**src/hdl/base64_stream_encoder_assert.svh**
```systemverilog
`ifndef BASE64_STREAM_ENCODER_ASSERT_SVH
`define BASE64_STREAM_ENCODER_ASSERT_SVH

// consequence holds in the same cycle
`define B64SE_ASSERT_SAME(label, clk, rst, ante, cons, msg) \
  label: assert property (@(posedge clk) disable iff (rst) (ante) |-> (cons)) \
    else $error(msg);

// consequence holds in the next cycle
`define B64SE_ASSERT_NEXT(label, clk, rst, ante, cons, msg) \
  label: assert property (@(posedge clk) disable iff (rst) (ante) |=> (cons)) \
    else $error(msg);

`endif

```
**src/hdl/b64se_pkg.sv**
```systemverilog
package b64se_pkg;

  localparam int QDEPTH = 2;
  localparam int QAW = $clog2(QDEPTH);

  typedef enum logic [1:0] {
    PHASE_0 = 2'd0,
    PHASE_1 = 2'd1,
    PHASE_2 = 2'd2
  } phase_t;

  localparam logic ALPHA_STD = 1'b0;
  localparam logic ALPHA_URL = 1'b1;

  typedef struct packed {
    logic [5:0] sx0;
    logic [5:0] sx1;
    logic       two;
    logic       last;
  } b64se_entry_t;

  function automatic logic [6:0] sextet_char(input logic [5:0] v, input logic mode);
    logic [6:0] c;
    begin
      if (v < 6'd26) begin
        c = 7'(v) + 7'd65;
      end else if (v < 6'd52) begin
        c = 7'(v) + 7'd71;
      end else if (v < 6'd62) begin
        c = 7'(v) - 7'd4;
      end else if (v == 6'd62) begin
        c = (mode == ALPHA_URL) ? 7'd45 : 7'd43;
      end else begin
        c = (mode == ALPHA_URL) ? 7'd95 : 7'd47;
      end
      return c;
    end
  endfunction

endpackage

```
**src/hdl/b64se_byte_if.sv**
```systemverilog
interface b64se_byte_if;
  logic       valid;
  logic       ready;
  logic [7:0] data_byte;
  logic       last_byte;

  modport source(output valid, data_byte, last_byte, input ready);
  modport sink(input valid, data_byte, last_byte, output ready);
endinterface

```
**src/hdl/b64se_char_if.sv**
```systemverilog
interface b64se_char_if;
  logic       valid;
  logic       ready;
  logic [6:0] char_code;
  logic       last_char;

  modport source(output valid, char_code, last_char, input ready);
  modport sink(input valid, char_code, last_char, output ready);
endinterface

```
**src/hdl/b64se_front.sv**
```systemverilog
module b64se_front (
  input  logic                    clk,
  input  logic                    rst,
  b64se_byte_if.sink              in_ch,
  input  logic                    full,
  output logic                    push,
  output b64se_pkg::b64se_entry_t push_data
);
  import b64se_pkg::*;

  phase_t     phase;
  phase_t     phase_next;
  logic [3:0] leftover;
  logic [3:0] leftover_next;
  logic [7:0] b;

  assign in_ch.ready = !full;
  assign push = in_ch.valid && !full;
  assign b = in_ch.data_byte;

  always_comb begin
    push_data.sx0 = b[7:2];
    push_data.sx1 = 6'd0;
    push_data.two = 1'b0;
    push_data.last = 1'b0;
    phase_next = PHASE_0;
    leftover_next = 4'd0;
    case (phase)
      PHASE_1: begin
        push_data.sx0 = {leftover[1:0], b[7:4]};
        if (in_ch.last_byte) begin
          push_data.sx1 = {b[3:0], 2'b00};
          push_data.two = 1'b1;
          push_data.last = 1'b1;
        end else begin
          phase_next = PHASE_2;
          leftover_next = b[3:0];
        end
      end
      PHASE_2: begin
        push_data.sx0 = {leftover, b[7:6]};
        push_data.sx1 = b[5:0];
        push_data.two = 1'b1;
        push_data.last = in_ch.last_byte;
      end
      default: begin
        push_data.sx0 = b[7:2];
        if (in_ch.last_byte) begin
          push_data.sx1 = {b[1:0], 4'b0000};
          push_data.two = 1'b1;
          push_data.last = 1'b1;
        end else begin
          phase_next = PHASE_1;
          leftover_next = {2'b00, b[1:0]};
        end
      end
    endcase
  end

  always_ff @(posedge clk) begin
    if (rst) begin
      phase <= PHASE_0;
      leftover <= 4'd0;
    end else if (push) begin
      phase <= phase_next;
      leftover <= leftover_next;
    end
  end

endmodule

```
**src/hdl/b64se_queue.sv**
```systemverilog
`include "base64_stream_encoder_assert.svh"

module b64se_queue (
  input  logic                    clk,
  input  logic                    rst,
  input  logic                    push,
  input  b64se_pkg::b64se_entry_t push_data,
  output logic                    full,
  input  logic                    pop,
  output b64se_pkg::b64se_entry_t pop_data,
  output logic                    empty
);
  import b64se_pkg::*;

  b64se_entry_t   slots [QDEPTH];
  logic [QAW-1:0] wr_ptr;
  logic [QAW-1:0] rd_ptr;
  logic [QAW:0]   count;

  assign full = (count == (QAW+1)'(QDEPTH));
  assign empty = (count == '0);
  assign pop_data = slots[rd_ptr];

  always_ff @(posedge clk) begin
    if (push) begin
      slots[wr_ptr] <= push_data;
    end
  end

  always_ff @(posedge clk) begin
    if (rst) begin
      wr_ptr <= '0;
      rd_ptr <= '0;
      count <= '0;
    end else begin
      if (push) begin
        wr_ptr <= wr_ptr + 1'b1;
      end
      if (pop) begin
        rd_ptr <= rd_ptr + 1'b1;
      end
      case ({push, pop})
        2'b10:   count <= count + 1'b1;
        2'b01:   count <= count - 1'b1;
        default: count <= count;
      endcase
    end
  end

  `B64SE_ASSERT_SAME(a_no_push_full, clk, rst, full, !push, "push into full queue")
  `B64SE_ASSERT_SAME(a_no_pop_empty, clk, rst, empty, !pop, "pop from empty queue")
  `B64SE_ASSERT_NEXT(a_push_fills, clk, rst, push && !pop, !empty, "queue empty after push")

endmodule

```
**src/hdl/b64se_back.sv**
```systemverilog
module b64se_back (
  input  logic                    clk,
  input  logic                    rst,
  input  logic                    wr_en,
  input  logic                    wr_data,
  input  logic                    empty,
  input  b64se_pkg::b64se_entry_t pop_data,
  output logic                    pop,
  b64se_char_if.source            out_ch
);
  import b64se_pkg::*;

  logic       alphabet_mode;
  logic       sel;
  logic       out_valid;
  logic [6:0] char_code;
  logic       last_char;
  logic       load;
  logic       final_char;
  logic [5:0] sextet;

  assign load = !empty && (!out_valid || out_ch.ready);
  assign final_char = !pop_data.two || sel;
  assign pop = load && final_char;
  assign sextet = sel ? pop_data.sx1 : pop_data.sx0;

  assign out_ch.valid = out_valid;
  assign out_ch.char_code = char_code;
  assign out_ch.last_char = last_char;

  always_ff @(posedge clk) begin
    if (rst) begin
      alphabet_mode <= ALPHA_STD;
    end else if (wr_en) begin
      alphabet_mode <= wr_data;
    end
  end

  always_ff @(posedge clk) begin
    if (rst) begin
      out_valid <= 1'b0;
      sel <= 1'b0;
    end else begin
      if (load) begin
        out_valid <= 1'b1;
        sel <= !final_char;
      end else if (out_ch.ready) begin
        out_valid <= 1'b0;
      end
    end
  end

  always_ff @(posedge clk) begin
    if (load) begin
      char_code <= sextet_char(sextet, alphabet_mode);
      last_char <= pop_data.last && final_char;
    end
  end

endmodule

```
**src/hdl/base64_stream_encoder.sv**
```systemverilog
// base64 encoder for a byte stream, no '=' padding
// in_ch carries one message byte per transfer with last_byte marking the
// end of the message; out_ch carries one ascii character per transfer with
// last_char on the final character of the message
// wr_en/wr_data write alphabet_mode: 0 standard (+ /), 1 url safe (- _)
// a byte yields one or two characters: two in the third byte of a group and
// on the last byte, where leftover bits are flushed zero filled
// the first character of a byte passes through the queue and the output
// register; the second is loaded once out_ch takes the first
// throughput: one character per cycle while out_ch.ready is high, set by the
// single output register; a long message needs four characters per three
// bytes, and a byte that ends a message needs two characters
// a two entry queue decouples byte intake from character output; when the
// receiver stalls the output holds and in_ch.ready drops once the queue fills
// reset (rst, synchronous) empties the queue, drops out_ch.valid, returns to
// the start of a group and selects the standard alphabet
module base64_stream_encoder (
  input  logic         clk,
  input  logic         rst,
  input  logic         wr_en,
  input  logic         wr_data,
  b64se_byte_if.sink   in_ch,
  b64se_char_if.source out_ch
);
  import b64se_pkg::*;

  b64se_entry_t push_data;
  b64se_entry_t pop_data;
  logic         push;
  logic         pop;
  logic         full;
  logic         empty;

  b64se_front u_front (
    .clk       (clk),
    .rst       (rst),
    .in_ch     (in_ch),
    .full      (full),
    .push      (push),
    .push_data (push_data)
  );

  b64se_queue u_queue (
    .clk       (clk),
    .rst       (rst),
    .push      (push),
    .push_data (push_data),
    .full      (full),
    .pop       (pop),
    .pop_data  (pop_data),
    .empty     (empty)
  );

  b64se_back u_back (
    .clk      (clk),
    .rst      (rst),
    .wr_en    (wr_en),
    .wr_data  (wr_data),
    .empty    (empty),
    .pop_data (pop_data),
    .pop      (pop),
    .out_ch   (out_ch)
  );

endmodule
```
**src/flat_wrapper.sv**
```systemverilog
// flat-port wrapper written by rule: the top's interface ports become plain ports
module base64_stream_encoder_flat import b64se_pkg::*;
  (clk, rst, wr_en, wr_data, in_ch_valid, in_ch_data_byte, in_ch_last_byte, in_ch_ready, out_ch_valid, out_ch_char_code, out_ch_last_char, out_ch_ready);
  b64se_byte_if in_ch_i ();
  b64se_char_if out_ch_i ();
  input  logic clk;
  input  logic rst;
  input  logic wr_en;
  input  logic wr_data;
  input wire logic [$bits(in_ch_i.valid)-1:0] in_ch_valid;
  input wire logic [$bits(in_ch_i.data_byte)-1:0] in_ch_data_byte;
  input wire logic [$bits(in_ch_i.last_byte)-1:0] in_ch_last_byte;
  output wire logic [$bits(in_ch_i.ready)-1:0] in_ch_ready;
  output wire logic [$bits(out_ch_i.valid)-1:0] out_ch_valid;
  output wire logic [$bits(out_ch_i.char_code)-1:0] out_ch_char_code;
  output wire logic [$bits(out_ch_i.last_char)-1:0] out_ch_last_char;
  input wire logic [$bits(out_ch_i.ready)-1:0] out_ch_ready;
  assign in_ch_i.valid = in_ch_valid;
  assign in_ch_i.data_byte = in_ch_data_byte;
  assign in_ch_i.last_byte = in_ch_last_byte;
  assign in_ch_ready = in_ch_i.ready;
  assign out_ch_valid = out_ch_i.valid;
  assign out_ch_char_code = out_ch_i.char_code;
  assign out_ch_last_char = out_ch_i.last_char;
  assign out_ch_i.ready = out_ch_ready;
  base64_stream_encoder u_core (.clk(clk), .rst(rst), .wr_en(wr_en), .wr_data(wr_data), .in_ch(in_ch_i), .out_ch(out_ch_i));
endmodule
```
**config.mk**
```make
export PLATFORM = sky130hd
export DESIGN_NAME = base64_stream_encoder_flat
export DESIGN_NICKNAME = d
export VERILOG_FILES = /design/src/hdl/b64se_pkg.sv /design/src/hdl/b64se_byte_if.sv /design/src/hdl/b64se_char_if.sv /design/src/hdl/b64se_front.sv /design/src/hdl/b64se_queue.sv /design/src/hdl/b64se_back.sv /design/src/hdl/base64_stream_encoder.sv /design/src/flat_wrapper.sv
export VERILOG_INCLUDE_DIRS = /design/src /design/src/hdl
export SDC_FILE = /design/constraint.sdc
export NUM_CORES = 1
export LEC_CHECK = 0
export BUFFER_PORTS_ARGS = -buffer_cell sky130_fd_sc_hd__buf_2
export CORE_MARGIN = 2
export CORE_UTILIZATION = 38
export CTS_CLUSTER_SIZE = 10
export DETAILED_ROUTE_END_ITERATION = 10
export PLACE_DENSITY = 0.66
export SYNTH_ARGS = -nofsm -noshare
export SYNTH_HDL_FRONTEND = slang
export SYNTH_SLANG_ARGS = --single-unit
```
**constraint.sdc**
```tcl
create_clock -name clk -period 2.25 [get_ports clk]
set_input_delay 0.225 -clock clk [delete_from_list [all_inputs] [get_ports clk]]
set_output_delay 0.225 -clock clk [all_outputs]
set_load 0.01 [all_outputs]
```
== Word level (Yosys, flattened, before mapping) ==
Memory sizes are Yosys's and may differ from the RTL's. A register that Yosys moved wholly into a read port is not among the register bits.
Index checks and enable logic that the tools add are counted.
Word-level totals
  register bits after elaboration: 21
  RAM bits: 28
  output and inout port bits: 10
  word-level logic and storage cells: 64
  memories: 1
Cells by class
  add/sub/neg operators: 7
  magnitude comparators: 3
  eq/ne operators: 6
  multiplexer cells: 23
  reduce and logical (&&, ||, !) cells: 14
Memory list
  u_core.u_queue.slots: depth 2, bits a word 14, read ports 1, clocked after memory_dff 1, write ports 1, line b64se_queue.sv:15  | b64se_entry_t slots [QDEPTH];
Operators by type and width (count)
  7-bit two-way mux: 5
  14-bit case mux with 2 select lines: 1
  8-bit two-way mux: 2
  6-bit by 7-bit adder with 7-bit output (second input constant): 2
  6-bit < comparator (second input constant): 2
  2-bit case mux with 2 select lines: 2
  4-bit case mux with 2 select lines: 1
  1-bit two-way mux: 7
  6-bit by 3-bit subtractor with 7-bit output (second input constant): 1
  2-bit == test (second input constant): 3
  6-bit == test (second input constant): 1
  6-bit by 5-bit < comparator with 1-bit output (second input constant): 1
  6-bit two-way mux: 1
  1-bit logical NOT: 5
  2-bit by 1-bit == test with 1-bit output (second input constant): 2
  1-bit logical AND: 4
  2-bit two-way mux: 2
  4-bit two-way mux: 1
  2-bit nonzero test: 2
  3-bit two-way mux: 1
  1-bit adder (second input constant): 2
  2-bit by 1-bit adder with 2-bit output (second input constant): 1
  2-bit logical NOT: 1
  1-bit logical OR: 2
  2-bit by 1-bit subtractor with 2-bit output (second input constant): 1

== Longest topological paths before layout ==
Gate-level depths: netlist of the first run.
  depth in word-level cells: 6
  gate-level depth with buffers: 9
  mapped depth without buffers: 8

== Hierarchy ==
A second synthesis of the first run with hierarchy kept.
Unflattened totals
  cells, all modules: 232
  area, all modules: 2741.4 µm²
Modules (own cells, without submodules)
  b64se_queue: instances 1, cells each 65, area an instance 1208.7 µm², seq. area each 940.9 µm²
  b64se_back: instances 1, cells each 101, area an instance 1016.0 µm², seq. area each 300.3 µm²
  b64se_front: instances 1, cells each 66, area an instance 516.7 µm², seq. area each 120.1 µm²

== Least setup slack after synthesis of the first run ==
Ideal clock, no wire load.
  path kind: register to register
  start: reg (tool-made name)
  end: reg u_core.u_back.char_code[3], in the netlist u_core.u_back.out_ch.char_code[3], data pin
  library setup time: 0.254 ns
  arrival: 2.202 ns
  data required time: 1.996 ns
  slack: -0.206 ns
  cell stages (with the launch flop): 8
  cells stage by stage: dfxtp_1 -> buf_6 -> mux4_2 -> ha_1 -> a21o_1 -> a21oi_4 -> mux2i_1 -> a2bb2o_4
RTL lines
  end signal: assignment: line b64se_back.sv:55  | char_code <= sextet_char(sextet, alphabet_mode);
  end: declaration: line b64se_back.sv:16  | logic [6:0] char_code;

==> metrics.txt, run 1 <==
status complete, but fails checks; failing checks setup timing; Clock Tree Root clkbuf_8; total wire length 4.749 mm; final cell count without fillers 336; RSZ-0062 raised after global routing true; Avg Inst Size Synth 11.64 sq um; HPWL Detailed 3.586 mm; initial drt markers 52; Congestion Overflow GR 0; vias in the first global route about 1700; Final Max Tran Viols 0; met2 wire len ~2.3 mm; Fillers 594; Final Skew about 6.7 ps; DR vias/cell 5.223; Die Span X 84.40 um; Endpoint, Worst Hold u_core.u_back.alphabet_mode; synth-to-layout area growth 20.53%; GP Congestion 0.8290; layout cells sized above 1 0.2973; CTS H-tree lvls 2; PortBufs 24; CTS tree yes; Finished Core Util 0.4689; critical path capture point type register; CTS clk-pin slew, worst paths approximately 90 ps; cell row count 29; worst vdd ir 0.5341 mV; met1 WL around 2.2 mm; core area 6314 sq um; Hold WS 160.6 ps; Syn. warnings 0; first-pass GRT wire length 8.052 mm; # DRC 0; sequential area share after synthesis 0.5543; Post-synth EDFFs 36; # IOs 25; Reg2Reg Depth 9; Netlist cell types 41; Die Ht 84.40 um; CTS Hold Bufs 0; Slew @ Worst Pin 548.9 ps; WHS Path Cells 3; CTS buffer count 5; Max Cap Violations 0; fmax roughly 430 MHz; drt first pass iters 4; Synth Instances 211; CP most frequent cell buf_4; met3 routed WL 151 um; Static Leakage 0.001118 uW; post-synthesis async set-or-reset flop share 0; highest routed metal layer met4; Worst Path Required between 2000 and 2500 ps; Max stage delay on crit path 590 ps; Crit Path Category reg -> reg; Max Root-Sink Buffers 2; total number of vias ~1800; worst-path fanout max 5; Synth Net Count 234; Critical Path AT 2370 ps; Setup WS post-layout -61.20 ps; post-layout min period ~2300 ps; Slew HR 0.6289; Final Hold Vio Count 0; initial core utilization 0.3890; setup violators final 3; Tightest Hold Check Type in -> reg; Placed Cells incl. Taps 325; Critical R2R Capture u_core.u_back.out_ch.char_code[3]; Final period util 1.027; initial antenna violation count 0; DR WL/cell 14.13 um; Sink Count 50; worst skew pair latency about 300 ps; Syn Std Cell Area 2456 sq um; final net count between 200 and 300; r2r setup slk -60 ps; largest net degree at the start of global routing 19; Die ar. 7123 sq um; Ant. Diodes 0; CP max stage cell mux4_2; Total Routing Usage GR 0.1403; post-route ant nets 0; power density over cell area 1188 nW/um^2; Seq cells post-synth 50; top_reg_cell synth edfxtp_1; critical-path cell list mux4_2 > buf_4 > inv_2 > ha_4 > and3b_1 > buf_4 > nor2_1 > mux2i_1 > a2bb2o_4; CP startpoint kind register; hold wc startpoint wr_data
## cell usage after synthesis (4+ instances only)
cell,count,area [sq um]
ha_1,8,100.1
mux2i_1,7,70.07
mux4_2,6,135.1
o21ai_0,11,55.05
clkbuf_1,9,33.78
or3_1,4,25.02
a22oi_1,10,75.07
nor2_1,23,86.33
inv_1,10,37.54
a21oi_1,14,70.07
nor3_1,5,25.02
nand2_1,14,52.55
a32oi_1,4,35.03
nand3_1,4,20.02
edfxtp_1,36,1081
dfxtp_1,14,280.3
## layer usage
layer | up-vias | GRT usage
li1 | 885 | -
met1 | 827 | 0.1793
met2 | 33 | 0.2352
met3 | 10 | 0.03245
met4 | 0 | 0.04906
met5 | - | 0
## cell type report
type / instances / area, sq um / area share
multi-input cells: 141 / 1057 / 0.3571
clock buffers: 5 / 68.82 / 0.02325
clock inverters: 3 / 20.02 / 0.006762
inverters: 10 / 37.54 / 0.01268
flip-flops and latches: 50 / 1365 / 0.4611
well taps: 77 / 96.34 / 0.03254
repair buffers: 50 / 315.3 / 0.1065
## flip-flops by register name (all words and copies together), names as in the netlist, 2 cells and up, named ones only
name	count
u_core.u_queue.slots	28
u_core.u_back.out_ch.char_code	7
u_core.u_front.phase	2
u_core.u_front.leftover	4
u_core.u_queue.count	2
## cell families after synthesis
group / count (synthesis) / share of synthesized area
flip-flops: 50 / 0.5543
buffers and inverters: 20 / 0.03362
adder cells (fa/ha/maj): 8 / 0.04076
multiplexers: 15 / 0.09272
AO/OA/AOI/OAI: 51 / 0.1432
XOR/XNOR: 3 / 0.01070
AND/OR/NAND/NOR: 64 / 0.1248
## critical path, delay by kind of cell, from the launching register on
kind,cells,cell delay (ps)
muxes,2,670
buffers and inverters,3,410
DFF,1,390
and+or+nand+nor,2,260
AOI/OAI and AO/OA,1,200
adders and majority gates,1,150
## stage by stage
step | instance area, sq um | setup TNS, ps | total power (uW) | setup slack [ps]
2_1_floorplan | 2495 | -231.1 | 2412 | -126.2
3_3_place_gp | 2839 | -18.01 | 2927 | -18.01
3_5_place_dp | 2839 | -136.6 | 2966 | -88.55
4_1_cts | 2938 | -129.9 | 3501 | -72.44
5_1_grt | 2960 | -495.6 | 3764 | -160.6
6_report | 2960 | -153.6 | 3518 | -61.20
## where the power goes
part           switching (uW)  internal (uW)  leakage, uW
Sequential               85.7           1270     0.000457
Combinational             849            793     0.000612
Clock                     299            220    0.0000484
## worst max-delay path by stage
stage                  start                           endpoint  slack, ps  cells after the start
finish              register  u_core.u_back.out_ch.char_code[3]        -60                      9
global route        register  u_core.u_back.out_ch.char_code[3]       -160                      6
CTS                 register  u_core.u_back.out_ch.char_code[3]        -70                      6
detailed placement  register  u_core.u_back.out_ch.char_code[3]        -90                      6
global placement    register  u_core.u_back.out_ch.char_code[3]        -20                      6
floorplan           register  u_core.u_back.out_ch.char_code[3]       -130                      7
## timing repair
action	4_1_cts	5_1_grt
pin swaps	2	3
cloned	0	0
resized for setup	1	2
setup endpoints to repair	4	6
setup buffers	1	2
## cell usage in the layout (no fill, tap or decap), types with 3 or more instances in the layout
| cell | n |
|---|---|
| nand2_1 | 14 |
| mux2i_1 | 6 |
| a21oi_1 | 13 |
| inv_1 | 8 |
| clkbuf_8 | 5 |
| buf_4 | 26 |
| dfxtp_1 | 13 |
| ha_1 | 5 |
| mux4_2 | 6 |
| ha_4 | 3 |
| or3_1 | 4 |
| nor2_1 | 23 |
| edfxtp_1 | 36 |
| buf_2 | 24 |
| a22oi_1 | 10 |
| a32oi_1 | 4 |
| nor3_1 | 5 |
| o21ai_0 | 11 |
| nand3_1 | 4 |
Power figures use the tool's default switching activity.
==> run 2: changes to the inputs <==
--- a/config.mk
+++ b/config.mk
@@ -7,11 +7,13 @@
 export NUM_CORES = 1
 export LEC_CHECK = 0
 export BUFFER_PORTS_ARGS = -buffer_cell sky130_fd_sc_hd__buf_2
-export CORE_MARGIN = 2
+export CORE_MARGIN = 3
 export CORE_UTILIZATION = 38
 export CTS_CLUSTER_SIZE = 10
 export DETAILED_ROUTE_END_ITERATION = 10
+export GPL_ROUTABILITY_DRIVEN = 1
 export PLACE_DENSITY = 0.66
+export RECOVER_POWER = 100
 export SYNTH_ARGS = -nofsm -noshare
 export SYNTH_HDL_FRONTEND = slang
 export SYNTH_SLANG_ARGS = --single-unit
==> metrics.txt, run 2 (synthesis gave the netlist of run 1 again) <==
DR WL/cell approximately 15 um; Clock Tree Root clkbuf_8; fin area 2942 sq um; FF+latch area 1365 sq um; status complete, but fails checks; Critical Path AT 2390 ps; Final period util 1.032; failing checks setup timing; Crit Path Category reg -> reg; Sink Count 50; commonest non-fill, non-tap cell in the layout edfxtp_1; area of the multi-input gates 1055 sq um; initial drt markers 90; core area 6096 sq um; Max Root-Sink Buffers 2; worst skew pair latency 300 ps; total number of vias 1791; total wire length 4.940 mm; critical-path cell list mux4_2 > buf_4 > inv_2 > ha_4 > and3b_1 > or3_1 > o22ai_1 > a21oi_1; Total Routing Usage GR 0.1432; # DRC 0; setup violators final 2; Top Registers u_core.u_queue.slots: 28 flops, u_core.u_back.out_ch.char_code: 7 flops, u_core.u_front.leftover: 4 flops; most frequent cells in the layout edfxtp_1, nor2_1, buf_4; worst vdd ir between 0.5 and 0.6 mV; Final Skew 5.455 ps; HPWL Detailed 3.656 mm; critical path capture point type register; RSZ-0062 raised after global routing true; fmax 430.5 MHz; Tightest Hold Check Type in -> reg; post-layout min period 2323 ps; initial antenna violation count 0; Static Leakage 0.001083 uW; largest net degree at the start of global routing 20; CTS tree yes; layout cells sized above 1 0.2442; Max stage delay on crit path 580 ps; CTS clk-pin slew, worst paths 100 ps; Fillers ~560; Die Span X 86.40 um; power density over cell area 1198 nW/um^2; Ant. Diodes 0; CP max stage cell mux4_2; CTS buffer count 5; hold wc startpoint wr_data; PortBufs 24; CTS Hold Bufs 0; Biggest register u_core.u_queue.slots; drt first pass iters 4; CTS H-tree lvls 2; GP Congestion 0.8434; final net count 280; vias in the first global route 1804; Slew HR 0.5799; Max Cap Violations 0; Hold WS slightly below 200 ps; Congestion Overflow GR 0; post-place instance area roughly 2800 sq um; Final Hold Vio Count 0; post-route ant nets 0; cell row count 28; Pwr Total 3523 uW; DR vias/cell 5.378; Final Max Tran Viols 0; max reg flops 28; # IOs 25; initial core utilization 0.4029; Setup WS post-layout -72.76 ps; Die ar. 7464 sq um; worst-path fanout max 4; synth-to-layout area growth 19.77%; CP startpoint kind register; Slew @ Worst Pin 630.1 ps; first-pass GRT wire length 8.383 mm; Worst Path Required 2310 ps; Die Ht around 86 um
-- run 2: cell types whose count changed in the layout (fill, tap and decap cells not counted), sizes merged --
cell	change
buf	-16
clkbuf	+16
inv	-1
-- run 2: layout make-up --
| class | count | area share |
|---|---|---|
| inverter | 10 | 0.01276 |
| tap | 75 | 0.03190 |
| clock buffer | 6 | 0.02807 |
| sequential | 50 | 0.4641 |
| timing repair buffer | 49 | 0.09868 |
| multi-input combinational | 141 | 0.3586 |
| clock inverter | 2 | 0.005955 |
-- run 2: worst max-delay path: cells and delay by family (launching register included) --
family          cells  cell delay [ps]
flops               1              380
compound gates      2              230
mux                 1              580
fa+ha+maj           1              130
simple gates        2              510
buf+inv             2              250
-- run 2: power by group --
group          internal [uW]  leakage, uW  switching, uW
combinational            737     0.000575            862
clock                    254    0.0000514            313
sequential              1270     0.000457           84.4
total                   2260      0.00108           1260
-- run 2: per-stage QoR --
step	std cells	worst slack [ps]	setup TNS, ps	util
CTS	330	-44.74	-91.57	0.4815
finish	333	-72.76	-119.3	0.4826
detailed placement	321	-55.37	-74.20	0.4628
global route	333	-176.4	-673.2	0.4826
floorplan	211	-126.2	-231.1	-
global placement	321	9.482	0	0.4628
-- run 2: layer usage --
| metal | vias to the layer above | global-route usage | wire length [um] |
|---|---|---|---|
| met2 | 51 | 0.2378 | 2387 |
| met5 | - | 0 | 0 |
| li1 | 882 | - | - |
| met3 | 9 | 0.03897 | 220 |
| met1 | 849 | 0.1794 | 2243 |
| met4 | 0 | 0.05099 | 90 |
-- run 2: path summary, 6_finish.rpt --
| path | end | slack (ps) | cells past startpoint |
|---|---|---|---|
| min reg2reg | u_core.u_back.out_ch.valid | 510 | 2 |
| max | u_core.u_back.out_ch.char_code[4] | -70 | 8 |
| max reg2reg | u_core.u_back.out_ch.char_code[4] | -70 | 8 |
| min | u_core.u_back.alphabet_mode | 190 | 3 |
-- run 2: what timing repair did --
action	4_1_cts	5_1_grt
hold endpoints to repair	0	0
gates resized for setup	2	2
buffers inserted	1	3
setup endpoints to repair	2	5
pin swaps	1	1
